File: config.mk
export PLATFORM = sky130hd
export DESIGN_NAME = delimited_frame_receiver
export DESIGN_NICKNAME = d
export VERILOG_FILES = /design/src/design/dfr_pkg.sv /design/src/design/dfr_ram.sv /design/src/design/dfr_scan.sv /design/src/design/delimited_frame_receiver.sv
export SDC_FILE = /design/constraint.sdc
export NUM_CORES = 1
export LEC_CHECK = 0
export BUFFER_PORTS_ARGS = -buffer_cell sky130_fd_sc_hd__buf_2
export CORE_MARGIN = 3
export CORE_UTILIZATION = 35
export DETAILED_ROUTE_END_ITERATION = 8
export GPL_ROUTABILITY_DRIVEN = 0
export SLEW_MARGIN = 20
export SYNTH_ARGS = -nofsm -noshare
export SYNTH_HDL_FRONTEND = slang
export SYNTH_SLANG_ARGS = --single-unit
File: constraint.sdc
create_clock -name clk -period 19 [get_ports clk]
set_clock_uncertainty 0.1 [all_clocks]
set_input_delay 3.8 -clock clk [delete_from_list [all_inputs] [get_ports clk]]
set_output_delay 3.8 -clock clk [all_outputs]
set_load 0.05 [all_outputs]
File: src/design/dfr_pkg.sv
`timescale 1ns / 1ps
// ----------------------------------------------------------------------------
// dfr_pkg
// Shared constants, codes, payload types and a buffer address helper for the
// delimited frame receiver.
// ----------------------------------------------------------------------------
package dfr_pkg;

  localparam int BUF_BYTES = 64;
  localparam int AW        = $clog2(BUF_BYTES);
  localparam int CW        = $clog2(BUF_BYTES + 1);

  localparam int FRAME_LEN = 25;
  localparam int IDX_W     = $clog2(FRAME_LEN);
  localparam logic [IDX_W-1:0] IDX_LAST   = IDX_W'(FRAME_LEN - 1);
  localparam logic [IDX_W-1:0] IDX_SUM_HI = IDX_W'(21);

  localparam logic [7:0] MARK_START   = 8'h53;
  localparam logic [7:0] MARK_END     = 8'h45;
  localparam logic [7:0] CMD_SETTINGS = 8'd8;
  localparam logic [7:0] CMD_DATA_A   = 8'd2;
  localparam logic [7:0] CMD_DATA_B   = 8'd4;

  localparam logic [1:0] OP_START = 2'd0;
  localparam logic [1:0] OP_BYTE  = 2'd1;
  localparam logic [1:0] OP_END   = 2'd2;

  localparam logic [2:0] ERR_OK    = 3'd0;
  localparam logic [2:0] ERR_SHORT = 3'd1;
  localparam logic [2:0] ERR_ADDR  = 3'd2;
  localparam logic [2:0] ERR_SUM   = 3'd3;
  localparam logic [2:0] ERR_CMD   = 3'd4;

  typedef struct packed {
    logic [1:0]  op;
    logic [7:0]  data_byte;
    logic [15:0] expected_id;
    logic        settings_mode;
  } item_t;

  typedef struct packed {
    logic        frame_ok;
    logic [2:0]  err_code;
    logic        was_settings;
    logic [7:0]  fet_temp;
    logic [7:0]  coil_temp;
    logic [15:0] batt_voltage;
    logic [15:0] batt_current;
    logic [15:0] panel_voltage;
    logic [15:0] ev_target_value;
    logic [7:0]  duty_percent;
    logic [15:0] vmp_setting;
    logic [7:0]  charge_limit_pct;
  } result_t;

  typedef struct packed {
    logic          start;
    logic [CW-1:0] count;
    logic [AW-1:0] head;
    logic [15:0]   want_id;
    logic          mode;
  } scan_req_t;

  typedef struct packed {
    logic busy;
    logic res_valid;
  } scan_stat_t;

  // Reduces a sum of two buffer positions, known to stay below twice the
  // buffer size, to a physical address.
  function automatic logic [AW-1:0] buf_wrap(input logic [AW:0] s);
    logic [AW:0] t;
    t = (s >= (AW+1)'(BUF_BYTES)) ? s - (AW+1)'(BUF_BYTES) : s;
    return t[AW-1:0];
  endfunction

endpackage

File: src/design/dfr_ram.sv
`timescale 1ns / 1ps
// ----------------------------------------------------------------------------
// dfr_ram
// Simple dual-port synchronous RAM, one write and one registered read port.
// ----------------------------------------------------------------------------
module dfr_ram #(
  parameter int DEPTH = 64,
  parameter int WIDTH = 8
) (
  input  logic                     clk,
  input  logic                     we,
  input  logic [$clog2(DEPTH)-1:0] waddr,
  input  logic [WIDTH-1:0]         wdata,
  input  logic                     re,
  input  logic [$clog2(DEPTH)-1:0] raddr,
  output logic [WIDTH-1:0]         rdata
);

  logic [WIDTH-1:0] mem [DEPTH];

  always_ff @(posedge clk) begin
    if (we) begin
      mem[waddr] <= wdata;
    end
    if (re) begin
      rdata <= mem[raddr];
    end
  end

endmodule

File: src/design/dfr_scan.sv
`timescale 1ns / 1ps
// ----------------------------------------------------------------------------
// dfr_scan
// Frame search engine: walks the candidate start positions of the buffer in
// order until a frame passes, reads up to the 25 frame bytes through the RAM
// read port and checks delimiters, command, checksum and sender address.
// ----------------------------------------------------------------------------
module dfr_scan (
  input  logic                   clk,
  input  logic                   rst,
  input  dfr_pkg::scan_req_t     req,
  input  logic                   take,
  input  logic [7:0]             rdata,
  output logic                   rd_en,
  output logic [dfr_pkg::AW-1:0] rd_addr,
  output dfr_pkg::scan_stat_t    stat,
  output dfr_pkg::result_t       res
);

  import dfr_pkg::*;

  localparam int NXT_W = CW + 1;

  localparam logic [2:0] S_IDLE = 3'd0;
  localparam logic [2:0] S_RD   = 3'd1;
  localparam logic [2:0] S_PROC = 3'd2;
  localparam logic [2:0] S_EVAL = 3'd3;
  localparam logic [2:0] S_DONE = 3'd4;

  logic [2:0]       state;
  logic [AW-1:0]    base;
  logic [AW-1:0]    pos;
  logic [IDX_W-1:0] idx;
  logic [15:0]      sum;
  logic [2:0]       err;
  logic [7:0]       frm [FRAME_LEN];

  logic [NXT_W-1:0] nb;
  logic             more;
  logic             cmd_ok;
  logic             sum_ok;
  logic             addr_ok;
  logic [2:0]       err_eval;
  result_t          res_short;
  result_t          res_fail;
  result_t          res_pass;

  assign nb   = NXT_W'(base) + NXT_W'(1);
  assign more = (nb + NXT_W'(FRAME_LEN)) <= NXT_W'(req.count);

  assign cmd_ok  = req.mode ? (frm[5] == CMD_SETTINGS)
                            : (frm[5] == CMD_DATA_A || frm[5] == CMD_DATA_B);
  assign sum_ok  = sum == {frm[22], frm[23]};
  assign addr_ok = {frm[3], frm[4]} == req.want_id;

  // The first failing check in command, checksum, address order.
  assign err_eval = !cmd_ok ? ERR_CMD : (!sum_ok ? ERR_SUM : ERR_ADDR);

  always_comb begin
    res_short              = '0;
    res_short.err_code     = ERR_SHORT;
    res_short.was_settings = req.mode;

    res_fail              = '0;
    res_fail.err_code     = (state == S_EVAL) ? err_eval : err;
    res_fail.was_settings = req.mode;

    res_pass              = '0;
    res_pass.frame_ok     = 1'b1;
    res_pass.err_code     = ERR_OK;
    res_pass.was_settings = req.mode;
    if (req.mode) begin
      res_pass.vmp_setting      = {frm[16], frm[17]};
      res_pass.charge_limit_pct = frm[21];
    end else begin
      res_pass.fet_temp        = frm[7];
      res_pass.coil_temp       = frm[8];
      res_pass.batt_voltage    = {frm[9], frm[10]};
      res_pass.batt_current    = {frm[11], frm[12]};
      res_pass.panel_voltage   = {frm[13], frm[14]};
      res_pass.ev_target_value = {frm[15], frm[16]};
      res_pass.duty_percent    = frm[17];
    end
  end

  assign rd_en          = (state == S_RD);
  assign rd_addr        = buf_wrap({1'b0, req.head} + {1'b0, pos});
  assign stat.busy      = (state != S_IDLE);
  assign stat.res_valid = (state == S_DONE);

  always_ff @(posedge clk) begin
    if (rst) begin
      state <= S_IDLE;
    end else begin
      case (state)
        S_IDLE: begin
          if (req.start) begin
            if (req.count < CW'(FRAME_LEN)) begin
              res   <= res_short;
              state <= S_DONE;
            end else begin
              base  <= '0;
              pos   <= '0;
              idx   <= '0;
              sum   <= '0;
              err   <= ERR_SHORT;
              state <= S_RD;
            end
          end
        end
        S_RD: begin
          state <= S_PROC;
        end
        S_PROC: begin
          frm[idx] <= rdata;
          if (idx != '0 && idx <= IDX_SUM_HI) begin
            sum <= sum + 16'(rdata);
          end
          if ((idx == '0 && rdata != MARK_START) ||
              (idx == IDX_LAST && rdata != MARK_END)) begin
            // Not a delimited frame at this position; try the next one.
            if (more) begin
              base  <= nb[AW-1:0];
              pos   <= nb[AW-1:0];
              idx   <= '0;
              sum   <= '0;
              state <= S_RD;
            end else begin
              res   <= res_fail;
              state <= S_DONE;
            end
          end else if (idx == IDX_LAST) begin
            state <= S_EVAL;
          end else begin
            idx   <= idx + IDX_W'(1);
            pos   <= pos + AW'(1);
            state <= S_RD;
          end
        end
        S_EVAL: begin
          if (cmd_ok && sum_ok && addr_ok) begin
            res   <= res_pass;
            state <= S_DONE;
          end else begin
            err <= err_eval;
            if (more) begin
              base  <= nb[AW-1:0];
              pos   <= nb[AW-1:0];
              idx   <= '0;
              sum   <= '0;
              state <= S_RD;
            end else begin
              res   <= res_fail;
              state <= S_DONE;
            end
          end
        end
        S_DONE: begin
          if (take) begin
            state <= S_IDLE;
          end
        end
        default: begin
          state <= S_IDLE;
        end
      endcase
    end
  end

`ifndef SYNTHESIS
  // Every read issued is consumed in the following cycle.
  a_rd_then_proc: assert property (@(posedge clk) disable iff (rst)
    rd_en |=> state == S_PROC)
    else $error("read data not consumed after issue");

  // Reads never leave the valid part of the buffer.
  a_rd_in_range: assert property (@(posedge clk) disable iff (rst)
    rd_en |-> NXT_W'(pos) < NXT_W'(req.count))
    else $error("scan read beyond byte count");

  // A new scan is only requested while the engine is idle.
  a_start_idle: assert property (@(posedge clk) disable iff (rst)
    req.start |-> state == S_IDLE)
    else $error("scan requested while busy");

  // A finished result flags success exactly when its error code is clear.
  a_res_consistent: assert property (@(posedge clk) disable iff (rst)
    stat.res_valid |-> (res.frame_ok == (res.err_code == ERR_OK)))
    else $error("result flag and error code disagree");
`endif

endmodule

File: src/design/delimited_frame_receiver.sv
`timescale 1ns / 1ps
// ----------------------------------------------------------------------------
// delimited_frame_receiver
// Receives bytes into a circular buffer and, on an end request, searches it
// for a start/end delimited 25-byte frame with a 16-bit sum check.
// ----------------------------------------------------------------------------
// Start and byte requests are taken back to back while no end request occupies
// the block; a byte goes straight into the circular buffer RAM, and once the
// buffer is full the oldest byte is overwritten by moving the head pointer. An
// end request occupies the block until its result has been handed to the
// output register, which waits while that register is still stalled: a short
// buffer has its result set directly, otherwise the search visits the candidate
// frame positions in order until one passes, reading the bytes one at a time
// through the single RAM read port and moving on as soon as a delimiter fails.
// The buffer needs no clearing after reset.
// ----------------------------------------------------------------------------
module delimited_frame_receiver (
  input  logic              clk,
  input  logic              rst,
  input  logic              item_valid,
  output logic              item_stall,
  input  dfr_pkg::item_t    item,
  output logic              result_valid,
  input  logic              result_stall,
  output dfr_pkg::result_t  result
);

  import dfr_pkg::*;

  logic [CW-1:0] byte_count;
  logic [AW-1:0] head;
  logic [15:0]   want_id;
  logic          mode_settings;

  logic          acc;
  logic          full;
  logic          wr_en;
  logic [AW-1:0] wr_addr;
  logic          rd_en;
  logic [AW-1:0] rd_addr;
  logic [7:0]    rd_data;
  logic          take;
  scan_req_t     sreq;
  scan_stat_t    sstat;
  result_t       sres;

  assign item_stall = sstat.busy;
  assign acc        = item_valid && !item_stall;
  assign full       = (byte_count == CW'(BUF_BYTES));
  assign wr_en      = acc && (item.op == OP_BYTE);
  assign wr_addr    = full ? head : buf_wrap({1'b0, head} + {1'b0, byte_count[AW-1:0]});

  assign sreq.start   = acc && (item.op == OP_END);
  assign sreq.count   = byte_count;
  assign sreq.head    = head;
  assign sreq.want_id = want_id;
  assign sreq.mode    = mode_settings;

  // The finished result moves to the output register once that is free.
  assign take = sstat.res_valid && (!result_valid || !result_stall);

  always_ff @(posedge clk) begin
    if (rst) begin
      byte_count    <= '0;
      head          <= '0;
      want_id       <= '0;
      mode_settings <= 1'b0;
    end else if (acc) begin
      case (item.op)
        OP_START: begin
          byte_count    <= '0;
          want_id       <= item.expected_id;
          mode_settings <= item.settings_mode;
        end
        OP_BYTE: begin
          if (full) begin
            head <= buf_wrap({1'b0, head} + (AW+1)'(1));
          end else begin
            byte_count <= byte_count + CW'(1);
          end
        end
        default: begin
        end
      endcase
    end
  end

  always_ff @(posedge clk) begin
    if (rst) begin
      result_valid <= 1'b0;
    end else if (take) begin
      result_valid <= 1'b1;
    end else if (!result_stall) begin
      result_valid <= 1'b0;
    end
  end

  always_ff @(posedge clk) begin
    if (take) begin
      result <= sres;
    end
  end

  dfr_ram #(
    .DEPTH (BUF_BYTES),
    .WIDTH (8)
  ) u_ram (
    .clk   (clk),
    .we    (wr_en),
    .waddr (wr_addr),
    .wdata (item.data_byte),
    .re    (rd_en),
    .raddr (rd_addr),
    .rdata (rd_data)
  );

  dfr_scan u_scan (
    .clk     (clk),
    .rst     (rst),
    .req     (sreq),
    .take    (take),
    .rdata   (rd_data),
    .rd_en   (rd_en),
    .rd_addr (rd_addr),
    .stat    (sstat),
    .res     (sres)
  );

endmodule

==> reports/metrics.yaml, run 1 <==
sta:
  hold_slack_ps: 346
  setup_viol: 0
  hold_viol: 0
  drv_slew: 0
  finalSetupTns_ps: 0
  worst_pin_slew_ps: 1080
  timing.slew.headroom_pct: 28.3
  period_minus_slack_ps: 6160
  rsz0062_at_grt: "no"
  max_freq_mhz: 162
  period_share_pct: 32.4
layout:
  final_common_cell: "edfxtp_1"
  final_nets: 2320
  area_growth_pct: 14.4
  layout_common_cells: "edfxtp_1 (926), nor2_1 (150), buf_2 (145), mux4_2 (129), a22o_1 (112)"
  drive_gt1_share_pct: 20.5
  post-route-util_pct: 40.4
  antenna_cells: 0
yosys:
  synth-main-ff-cell: "edfxtp_1"
  async_flop_share_pct: 0
  synth-seq-area-share_pct: 75.2
  ys_types: 80
  yosysWarnings: 0
  syn_nets: 2144
  synth_edf_count: 926
  postSynthAreaPerCell_um2: 18.3
  postSynthCellCount: 2075
  ys_ff_latch: 960
  syn_area_um2: 37900
worst_setup_path:
  slowest_stage: "buf_4"
  timing.rr.start: "u_scan.base[0]"
  cp.arrival_ps: 6330
  critPathRequiredTime_ps: 19170
  cp_num_buf_inv: 3
  crit_path_end_kind: "flip-flop"
  cp_common_cell: "buf_4"
  setup.worst_path.class: "in2reg"
  rr_endpoint: "u_scan.res[89]"
  r2r_setup_slack_ps: 14020
  slowest_delay_ps: 770
  critPathMaxFanout: 67
  start_kind: "input pin"
  cp_top_family: "buffers and inverters"
  path_cells: "buf_2 > nor2b_1 > nand2_1 > a211o_1 > nor4_2 > buf_4 > buf_4"
  reg2reg_depth: 13
clock_network:
  clk_latency_ps: 640
  htreeDepth: 3
  cts.path.max_buffers: 3
  ctsHoldBuffers: 0
  clockRootBuffer: "clkbuf_16"
  cts.sink_count: 960
  post_cts_resized: 0
  cts_setup_buffers: 0
  cts_tree: "yes"
  cts_made_buffers: 92
  clkSlewWorstSetupHoldPaths_ps: 60
die:
  die_area_um2: 112000
  pin_count: 150
  start_util_pct: 35.3
  die_w_um: 335
  chipHeight_um: 335
  num_rows: 120
  core_um2: 107000
routing:
  detail-route-antenna-nets: 0
  wl_um: 85900
  routedWlPerCell_um: 23.0
  drcViolationCount: 0
  vias_per_cell: 5.28
  num_vias: 19700
  drtIter0Drc: 1665
  drt_pass1_iterations: 6
hold_path:
  min_to: "result[47]"
  hp-start: "u_scan.res[47]"
  hp-class: "reg2reg"
  worstHoldPathCells: 0
power:
  power_leakage_nw: 14.0
  ir_worst_vdd_mv: 0.0630
  power_density_nw_per_um2: 98.4
placed_design:
  dp_hpwl_um: 53800
  port_buffers: 149
grt:
  grt_max_degree: 100
  grt_overflow: 0
  antenna_found_initial: 0
  grt_pass1_vias: 20000
  grt_pass1_wl_um: 129000
  grt_usage_pct: 15.1
job:
  drv_cap: 0
outcome:
  status: "completed"
metrics by stage:
stage | power [W] | setup WS, ps | area, µm² | cells
3_5_place_dp | 0.00244 | 12170 | 40200 | 3560
6_report | 0.00426 | 12840 | 43400 | 3733
2_1_floorplan | 0.00240 | 2490 | 37900 | 2075
3_3_place_gp | 0.00244 | 12230 | 40200 | 3560
4_1_cts | 0.00430 | 12870 | 43300 | 3733
5_1_grt | 0.00440 | 12650 | 43400 | 3733
final cells by class:
cell class / count / area [µm²]
clock inverter: 59 / 709
fill: 9439 / 63900
clock buffer: 114 / 2430
timing repair buffer: 177 / 970
tap: 1403 / 1760
multi-input combinational: 997 / 8910
inverter: 23 / 86.3
sequential: 960 / 28500
kinds of logic (layout without fill, tap and decap cells):
logic type,Yosys count,count (layout),share of synthesized area [%]
DFF,960,960,75.2
and+or+nand+nor,391,391,4.83
AOI/OAI and AO/OA,295,295,5.84
muxes,199,199,9.56
buffers and inverters,118,373,1.55
xor gates and xnor gates,74,74,1.71
adders and majority gates,38,38,1.31
cells in the mapped netlist, drive strengths merged, types with 3 or more instances:
cell type	number	area share [%]
and2	8	0.13
a31oi	8	0.13
mux2	13	0.39
o22ai	4	0.066
nor2b	17	0.28
o21ai	26	0.35
inv	23	0.23
nor3	23	0.34
nand2b	8	0.13
nor3b	6	0.12
o21bai	4	0.079
or3	5	0.083
xnor2	49	1.1
nor2	152	1.5
a2111oi	4	0.11
nor4	6	0.12
mux2i	57	1.5
mux4	129	7.7
dfxtp	34	1.8
a211oi	14	0.28
nand2	95	0.94
xor2	25	0.58
a211o	13	0.30
or4	7	0.14
fa	3	0.16
nand4	23	0.38
o21a	3	0.059
ha	35	1.2
a22oi	5	0.099
a21oi	56	0.74
o31ai	4	0.079
clkbuf	51	0.51
buf	44	0.81
a21o	11	0.22
nand3	27	0.36
a22o	112	2.6
o211ai	9	0.18
edfxtp	926	73
flip-flops by register name (all words and copies together), names as in the netlist, 5 cells and up:
register and cells:
byte_count 7, head 6, result 117, u_ram.mem 512
u_ram.rdata 8, u_scan.base 6, u_scan.frm 136, u_scan.idx 5
u_scan.pos 6, u_scan.res 117, u_scan.sum 16, want_id 16
power breakdown:
| group | internal [W] | switching (W) |
|---|---|---|
| Clock | 0.00109 | 0.000777 |
| Combinational | 0.0000114 | 0.0000542 |
| Sequential | 0.00232 | 0.00000726 |
per-layer routing:
metal	global-route usage [%]	part of all wire, %
met5	0	0
met4	4.02	2.4
met3	3.19	6.8
met2	24.5	48
met1	20.8	43
worst register-to-register path, delay by kind of cell, from the launching register on:
family          cells  cell delay, ps
xor+xnor            2             660
compound gates      6            1410
buf+inv             2            1080
flops               1             590
fa+ha+maj           2             680
simple gates        1             340
worst max path at each step:
stage | from | end | slack [ps] | cells after the start
global placement | item_valid | u_scan.res[10] | 12230 | 7
global route | item_valid | u_scan.res[18] | 12650 | 7
floorplan | item_valid | u_scan.res[0] | 2490 | 4
CTS | item_valid | u_scan.res[16] | 12870 | 7
detailed placement | item_valid | u_scan.res[26] | 12170 | 7
finish | item_valid | u_scan.res[18] | 12840 | 7
No activity file was read; power rests on OpenSTA's default activity.
==> run 2: changes to the inputs <==
Clock period 19 ns to 6.17 ns, I/O delays scaled along.
==> run 2 against run 1 <==
Net effect:
- critical endpoint is now u_scan.res[98]
- combinational power increased to 3.0 times the previous value
- wire length shrank 2.9%
- cell count is 0.43% higher
- core utilization increased by 0.25 points
- largest power group unchanged
- largest cell class unchanged
- sequential power rose to 3.1 times the previous value
- first-iteration DRC count increased by 12%
- die area unchanged
==> reports/metrics.yaml, run 2 (same netlist as run 1, synthesis figures left out) <==
outcome:
  status: "completed"
sta:
  finalSetupTns_ps: 0
  hold_slack_ps: 354
  worst_pin_slew_ps: 1080
  drv_slew: 0
  period_minus_slack_ps: 4480
  max_freq_mhz: 223
  timing.slew.headroom_pct: 27.7
  period_share_pct: 72.7
  setup_viol: 0
  rsz0062_at_grt: "no"
  hold_viol: 0
layout:
  final_common_cell: "edfxtp_1"
  drive_gt1_share_pct: 21.2
  top_regs: "u_ram.mem: 512 flops, u_scan.frm: 136 flops"
  regMostFlops: "u_ram.mem"
  largest_reg_flops: 512
  area_growth_pct: 15.1
  final_nets: 2334
  layout_common_cells: "edfxtp_1 (926), nor2_1 (150), buf_2 (148), mux4_2 (129), a22o_1 (112)"
  stdcell_count: 3749
clock_network:
  cts.path.max_buffers: 3
  cts.sink_count: 960
  cts_tree: "yes"
  post_cts_resized: 0
  cts_setup_buffers: 0
  clockRootBuffer: "clkbuf_16"
  cts_made_buffers: 97
  clk_latency_ps: 670
  ctsHoldBuffers: 0
  htreeDepth: 3
  clkSlewWorstSetupHoldPaths_ps: 60
routing:
  wl_um: 83400
  routedLengthMet1_um: 35700
  wl_met3_um: 5070
  drt_pass1_iterations: 5
  num_vias: 19600
  routedWlPerCell_um: 22.2
  drtIter0Drc: 1868
  wl_met2_um: 40300
  drcViolationCount: 0
  top_layer: "met4"
  detail-route-antenna-nets: 0
  vias_per_cell: 5.22
worst_setup_path:
  path_cells: "ha_1 > xnor2_1 > o31ai_1 > xnor2_1 > ha_1 > a21o_1 > a21o_1 > a2111oi_2 > o22ai_1 > buf_4 > nor2_4 > buf_12 > a22o_1"
  timing.rr.start: "u_scan.base[0]"
  r2r_setup_slack_ps: 1690
  cp_top_family: "compound AO/OA/AOI/OAI gates"
  rr_endpoint: "u_scan.res[98]"
  cp.arrival_ps: 4890
  critPathRequiredTime_ps: 6580
  slowest_stage: "edfxtp_1"
  setup.worst_path.class: "reg2reg"
  slowest_delay_ps: 550
  crit_path_end_kind: "flip-flop"
  critPathMaxFanout: 94
  cp_num_buf_inv: 2
  reg2reg_depth: 13
  start_kind: "flip-flop"
die:
  pin_count: 150
  chipHeight_um: 335
  core_um2: 107000
  die_area_um2: 112000
  start_util_pct: 35.3
  num_rows: 120
  die_w_um: 335
grt:
  antenna_found_initial: 2
  grt_pass1_vias: 19600
  grt_overflow: 0
  grt_pass1_wl_um: 126000
  grt_max_degree: 118
  grt_usage_pct: 14.7
placed_design:
  dp_hpwl_um: 51100
  port_buffers: 149
  placed_cells: 3568
power:
  total_power_w: 0.0134
  power_density_nw_per_um2: 307
  power_leakage_nw: 14.1
  ir_worst_vdd_mv: 0.220
hold_path:
  hp-class: "reg2reg"
  worstHoldPathCells: 0
  hp-start: "u_scan.res[100]"
  min_to: "result[100]"
job:
  drv_cap: 0
[run 2: cell types whose count changed in the layout (fill, tap and decap cells not counted), sizes merged, moves of 2 or more]
cell      change
clkinvlp      +3
bufinv        +2
clkinv        -2
inv           +2
buf           +9
[run 2: per-layer routing]
layer | GRT usage (%) | vias up
met5 | 0 | -
met3 | 2.74 | 152
li1 | - | 8711
met2 | 24.3 | 660
met4 | 4.27 | 0
met1 | 19.9 | 10000
[run 2: power by group]
group          internal, W  switching (W)  leakage (nW)  total [W]
combinational    0.0000359       0.000158          3.91   0.000194
clock              0.00356        0.00247          1.57    0.00603
sequential         0.00715      0.0000207          8.66    0.00717
total               0.0107        0.00265          14.1     0.0134
[run 2: final cells by class]
type,count,area (µm²)
inverters,23,86.3
multi-input cells,997,8910
clock inverters,64,763
fillers,9518,63600
repair buffers,186,1100
flip-flops and latches,960,28500
diodes,1,2.50
well taps,1403,1760
clock buffers,115,2520
[run 2: how the worst max path moves through the flow]
stage	endpoint	cells past startpoint	startpoint
2_1_floorplan	u_scan.res[0]	4	item_valid
3_3_place_gp	u_scan.sum[4]	14	u_scan.base[0]
3_5_place_dp	u_scan.sum[11]	12	u_scan.base[0]
4_1_cts	u_scan.sum[3]	12	u_scan.base[0]
5_1_grt	u_scan.res[102]	13	u_scan.base[0]
6_report	u_scan.res[98]	13	u_scan.base[0]
[run 2: metrics by stage]
step           area, µm²  util [%]  setup WS, ps
3_3_place_gp       40300      37.6          1800
6_report           43600      40.7          1690
3_5_place_dp       40300      37.6          1620
4_1_cts            43600      40.7          1600
2_1_floorplan      37900         -          53.2
5_1_grt            43600      40.7          1370
